<file path="src/spt_pkg.sv">
// ----------------------------------------------------------------------------
// spt_pkg
// Shared types and constants for the scan-line polygon span tables.
// ----------------------------------------------------------------------------
package spt_pkg;

  // Coordinate and table geometry.
  localparam int COORD_W   = 9;
  localparam int FRAC_BITS = 16;
  localparam int ROWS      = 512;
  localparam int XLIMIT    = 512;
  localparam int ADDR_W    = $clog2(ROWS);
  localparam int LEFT_W    = $clog2(XLIMIT + 1);
  localparam int RIGHT_W   = COORD_W;
  localparam int ENTRY_W   = LEFT_W + RIGHT_W;

  // Walking x: sign bit, integer part and fraction.
  localparam int XF_W      = COORD_W + FRAC_BITS + 1;

  // Slope divider: one quotient bit per cycle.
  localparam int DIV_STEPS = COORD_W + FRAC_BITS;
  localparam int DIV_CNT_W = $clog2(DIV_STEPS);

  // Stream widths.
  localparam int S_FIELDS_W = 5 * COORD_W;
  localparam int S_TDATA_W  = ((S_FIELDS_W + 7) / 8) * 8;
  localparam int M_FIELDS_W = LEFT_W + RIGHT_W;
  localparam int M_TDATA_W  = ((M_FIELDS_W + 7) / 8) * 8;
  localparam int OP_W       = 2;

  typedef enum logic [OP_W-1:0] {
    OP_CLEAR = 2'd0,
    OP_ADD   = 2'd1,
    OP_QUERY = 2'd2,
    OP_NONE  = 2'd3
  } spt_op_e;

  // Commands from the controller to the datapath.
  typedef struct packed {
    logic load;
    logic clr_step;
    logic div_step;
    logic walk_step;
    logic q_read;
    logic res_zero;
    logic res_query;
  } spt_cmd_t;

  // Status from the datapath to the controller.
  typedef struct packed {
    logic clr_last;
    logic div_done;
    logic walk_last;
    logic flat;
    logic wr_pend;
    logic res_busy;
  } spt_stat_t;

endpackage

</file>
<file path="src/spt_ctrl.sv">
// ----------------------------------------------------------------------------
// spt_ctrl
// Sequencer for table clears, slope division, row walks and queries.
// ----------------------------------------------------------------------------
module spt_ctrl (
  input  logic                     clk_i,
  input  logic                     rst_ni,
  input  logic                     req_valid_i,
  input  logic [spt_pkg::OP_W-1:0] op_i,
  output logic                     req_ready_o,
  input  spt_pkg::spt_stat_t       stat_i,
  output spt_pkg::spt_cmd_t        cmd_o
);

  typedef enum logic [2:0] {
    S_INIT,
    S_IDLE,
    S_CLEAR,
    S_DIV,
    S_WALK,
    S_QREAD,
    S_QDATA,
    S_DONE
  } state_e;

  state_e state_d, state_q;
  logic   accept;

  assign req_ready_o = (state_q == S_IDLE);
  assign accept      = req_valid_i && req_ready_o;

  always_comb begin
    state_d = state_q;
    cmd_o   = '0;
    case (state_q)
      S_INIT: begin
        cmd_o.clr_step = 1'b1;
        if (stat_i.clr_last) begin
          state_d = S_IDLE;
        end
      end
      S_IDLE: begin
        cmd_o.load = accept;
        if (accept) begin
          case (spt_pkg::spt_op_e'(op_i))
            spt_pkg::OP_CLEAR: state_d = S_CLEAR;
            spt_pkg::OP_ADD:   state_d = stat_i.flat ? S_WALK : S_DIV;
            spt_pkg::OP_QUERY: state_d = S_QREAD;
            default:           state_d = S_DONE;
          endcase
        end
      end
      S_CLEAR: begin
        cmd_o.clr_step = 1'b1;
        if (stat_i.clr_last) begin
          state_d = S_DONE;
        end
      end
      S_DIV: begin
        cmd_o.div_step = 1'b1;
        if (stat_i.div_done) begin
          state_d = S_WALK;
        end
      end
      S_WALK: begin
        cmd_o.walk_step = 1'b1;
        if (stat_i.walk_last) begin
          state_d = S_DONE;
        end
      end
      S_QREAD: begin
        cmd_o.q_read = 1'b1;
        state_d      = S_QDATA;
      end
      S_QDATA: begin
        if (!stat_i.res_busy) begin
          cmd_o.res_query = 1'b1;
          state_d         = S_IDLE;
        end
      end
      S_DONE: begin
        if (!stat_i.res_busy) begin
          cmd_o.res_zero = 1'b1;
          state_d        = S_IDLE;
        end
      end
      default: state_d = S_IDLE;
    endcase
  end

  always_ff @(posedge clk_i or negedge rst_ni) begin
    if (!rst_ni) begin
      state_q <= S_INIT;
    end else begin
      state_q <= state_d;
    end
  end

endmodule

</file>
<file path="config.mk">
export PLATFORM = sky130hd
export DESIGN_NAME = spt_ctrl
export DESIGN_NICKNAME = d
export VERILOG_FILES = /design/src/spt_pkg.sv /design/src/spt_ctrl.sv
export SDC_FILE = /design/constraint.sdc
export NUM_CORES = 1
export LEC_CHECK = 0
export ABC_AREA = 1
export BUFFER_PORTS_ARGS = -buffer_cell sky130_fd_sc_hd__buf_4
export CAP_MARGIN = 20
export CORE_AREA = 2 2 39 41
export CTS_CLUSTER_SIZE = 14
export DETAILED_ROUTE_END_ITERATION = 8
export DIE_AREA = 0 0 41 43
export SYNTH_ARGS = -nofsm -noshare
export SYNTH_HDL_FRONTEND = slang
export SYNTH_SLANG_ARGS = --single-unit
</file>
<file path="constraint.sdc">
create_clock -name clk_i -period 1.2 [get_ports clk_i]
set_clock_uncertainty 0.2 [all_clocks]
set_input_delay 0.24 -clock clk_i [delete_from_list [all_inputs] [get_ports clk_i]]
set_output_delay 0.24 -clock clk_i [all_outputs]
set_load 0.01 [all_outputs]
</file>
==> results.ini <==
[sta]
rsz0062_at_grt = yes
relSlewSlack_pct = 84.4
layout_min_cycle_time_ns = 1.60
setup_viol = 11
max_freq_mhz = 624
slew_viol_final = 0
timing.final.crit_share_pct = 133
setup_slack_ns = -0.401
hold_viol = 0
setup_tns_ns = -3.82
tightest_slew_ns = 0.234
whs_ns = 0.148

[status]
failed_checks = setup timing
status = finished with violations

[critical_path]
max_stage_delay_ns = 0.49
crit_path_cell_trace = nor4_4 > buf_4
ff2ff_path_depth = 9
r2r_start = state_q[2]
cp-end-kind = output port
cp.required_ns = 0.76
critical_path_class = reg2out
worstReg2RegEnd = state_q[0]
start_kind = register
ff2ff_setup_slack_ns = -0.30
critPathTopFamily = flip-flops
cp_max_fo = 7
crit_buf_inv = 1
arrival_ns = 1.16
cpMaxStageDelayCell = dfrtp_2

[power]
p_leak_nw = 0.431
peakVddDrop_uv = 1100
pwr_density_cell_nw_per_um2 = 2760

[synth]
synth.area.mux_share_pct = 0
synth-compound-area-share_pct = 2.74
synth_fa_ha_area_share_pct = 0
yosysTopAreaCellShare_pct = 21.6
synth_cell_types = 14
postSynthCellCount = 67
syn_avg_cell_area_um2 = 5.45
synth_top_family_by_area = simple AND/OR/NAND/NOR gates
synth_largest_area_cell = nand2_1
synth_fp_nets = 78
synth_seq_cells = 3
synthXorXnorAreaFrac_pct = 0
netlist_top_cells_area = nand2_1, dfrtp_1, nand3_1, inv_1, nand2_2
yosysSeqAreaShare_pct = 20.5
synth_area_um2 = 365
ys_warn_count = 0
synthSimpleGateAreaFrac_pct = 60.6

[cells_and_area]
final_net_count = 113
drive_gt1_share_pct = 60.4
top_register = state_q
largest_reg_flops = 3
reg.largest.list = state_q x3
num-fill-cells = 133
syn_to_final_growth_pct = 122
n_antenna_cell = 0

[detailed_routing]
drtPass1Iterations = 2
drt_iter0_markers = 2
routedWlPerCell_um = 9.47
vias_per_cell = 4.44
antenna_left = 0
drt-total-wl_mm = 1.11
drc = 0
route.vias.total = 520

[placed_design]
gp_congestion = 0.758
dp_slack_ns = -0.182
post-dp-hpwl_um = 729
numPortBuffers = 17

[clock_tree]
cts_tree = built
clk_pin_slew_ns = 0.04
clk_path_buf_depth = 2
ctsHtreeMaxLevel = 1
cts_buffers = 3
cts.sinks = 3
clock_latency_ns = 0.23
root_buffer = clkbuf_4

[global_routing]
antenna_found_initial = 0
grt_first_pass_wirelength_mm = 1.68
grt_max_degree = 9
grt.total_usage_pct = 12.9
gr-total-overflow = 0
grt_pass1_vias = 434

[flow_run]
cap_violations = 0

[floorplan]
dieArea_um2 = 1760
std_cell_rows = 14
core_area_um2 = 1380
chipHeight_um = 43
ios = 19
die_x_um = 41
start_util_pct = 26.4

[min_path]
hold_class = in2async

## kinds of logic (layout without fill, tap and decap cells)
| group | Yosys count | count (layout) |
|---|---|---|
| simple gates | 47 | 47 |
| flops | 3 | 3 |
| compound gates | 2 | 2 |
| buf+inv | 15 | 49 |
## area by class of cell
type	instances	area (µm²)	area share, %
clock buffers	4	26.3	3.25
inverters	13	68.8	8.50
multi-input cells	49	319	39.4
flip-flops and latches	3	76.3	9.43
well taps	16	20.0	2.47
repair buffers	32	299	36.9
## report_power, final
| part | leakage, nW | internal (mW) | switching (mW) |
|---|---|---|---|
| Clock | 0.0150 | 0.125 | 0.0508 |
| Sequential | 0.0351 | 0.164 | 0.0919 |
| Combinational | 0.381 | 0.919 | 0.886 |
| Total | 0.431 | 1.21 | 1.03 |
## cells in the mapped netlist (all sizes together)
| library cell | count |
|---|---|
| buf | 2 |
| dfrtp | 3 |
| inv | 13 |
| nand2 | 25 |
| nand3 | 8 |
| nand3b | 1 |
| nor2 | 9 |
| nor3 | 3 |
| nor4 | 1 |
| o21ai | 2 |
## cell usage in the layout, fill, tap and decap left out, drive strengths merged
cell type,netlist,layout
dlygate4sd3,0,1
nor3,3,3
nand3,8,8
nand2,25,25
nor4,1,1
buf,2,31
o21ai,2,2
nor2,9,9
inv,13,12
clkbuf,0,4
dfrtp,3,3
nand3b,1,1
clkinv,0,1
## layer usage
layer | vias up | global-route usage [%] | part of all wire [%]
met3 | 0 | 0 | 3.4
li1 | 271 | - | -
met4 | 0 | 2.00 | 0
met5 | - | 0 | 0
met1 | 239 | 17.7 | 46
met2 | 10 | 21.9 | 51
## how the worst max path moves through the flow
| stage | depth (start not counted) | to | startpoint |
|---|---|---|---|
| after floorplan | 8 | state_q[1] | state_q[2] |
| after global placement | 5 | req_ready_o | state_q[2] |
| after detailed placement | 2 | cmd_o[0] | state_q[0] |
| after CTS | 2 | cmd_o[0] | state_q[0] |
| after global routing | 4 | cmd_o[0] | state_q[2] |
| final | 2 | cmd_o[0] | state_q[0] |
## repair_timing
| action | in CTS | in global routing |
|---|---|---|
| hold buffers | 1 | 0 |
| gates resized for setup | 12 | 8 |
| hold endpoints to repair | 3 | 0 |
| cloned | 0 | 0 |
| setup endpoints to repair | 11 | 11 |
| pin swaps | 7 | 8 |
| buffers inserted | 3 | 8 |
## stage by stage
step,utilization [%],cell area (µm²),cells,total power [mW]
4_1_cts,51.3,709,109,1.91
6_report,58.5,810,117,2.24
3_3_place_gp,43.9,607,101,1.51
3_5_place_dp,43.9,607,101,1.52
5_1_grt,58.5,810,117,2.42
2_1_floorplan,-,434,67,1.12
Note: power is estimated with default switching activity, not from simulation.
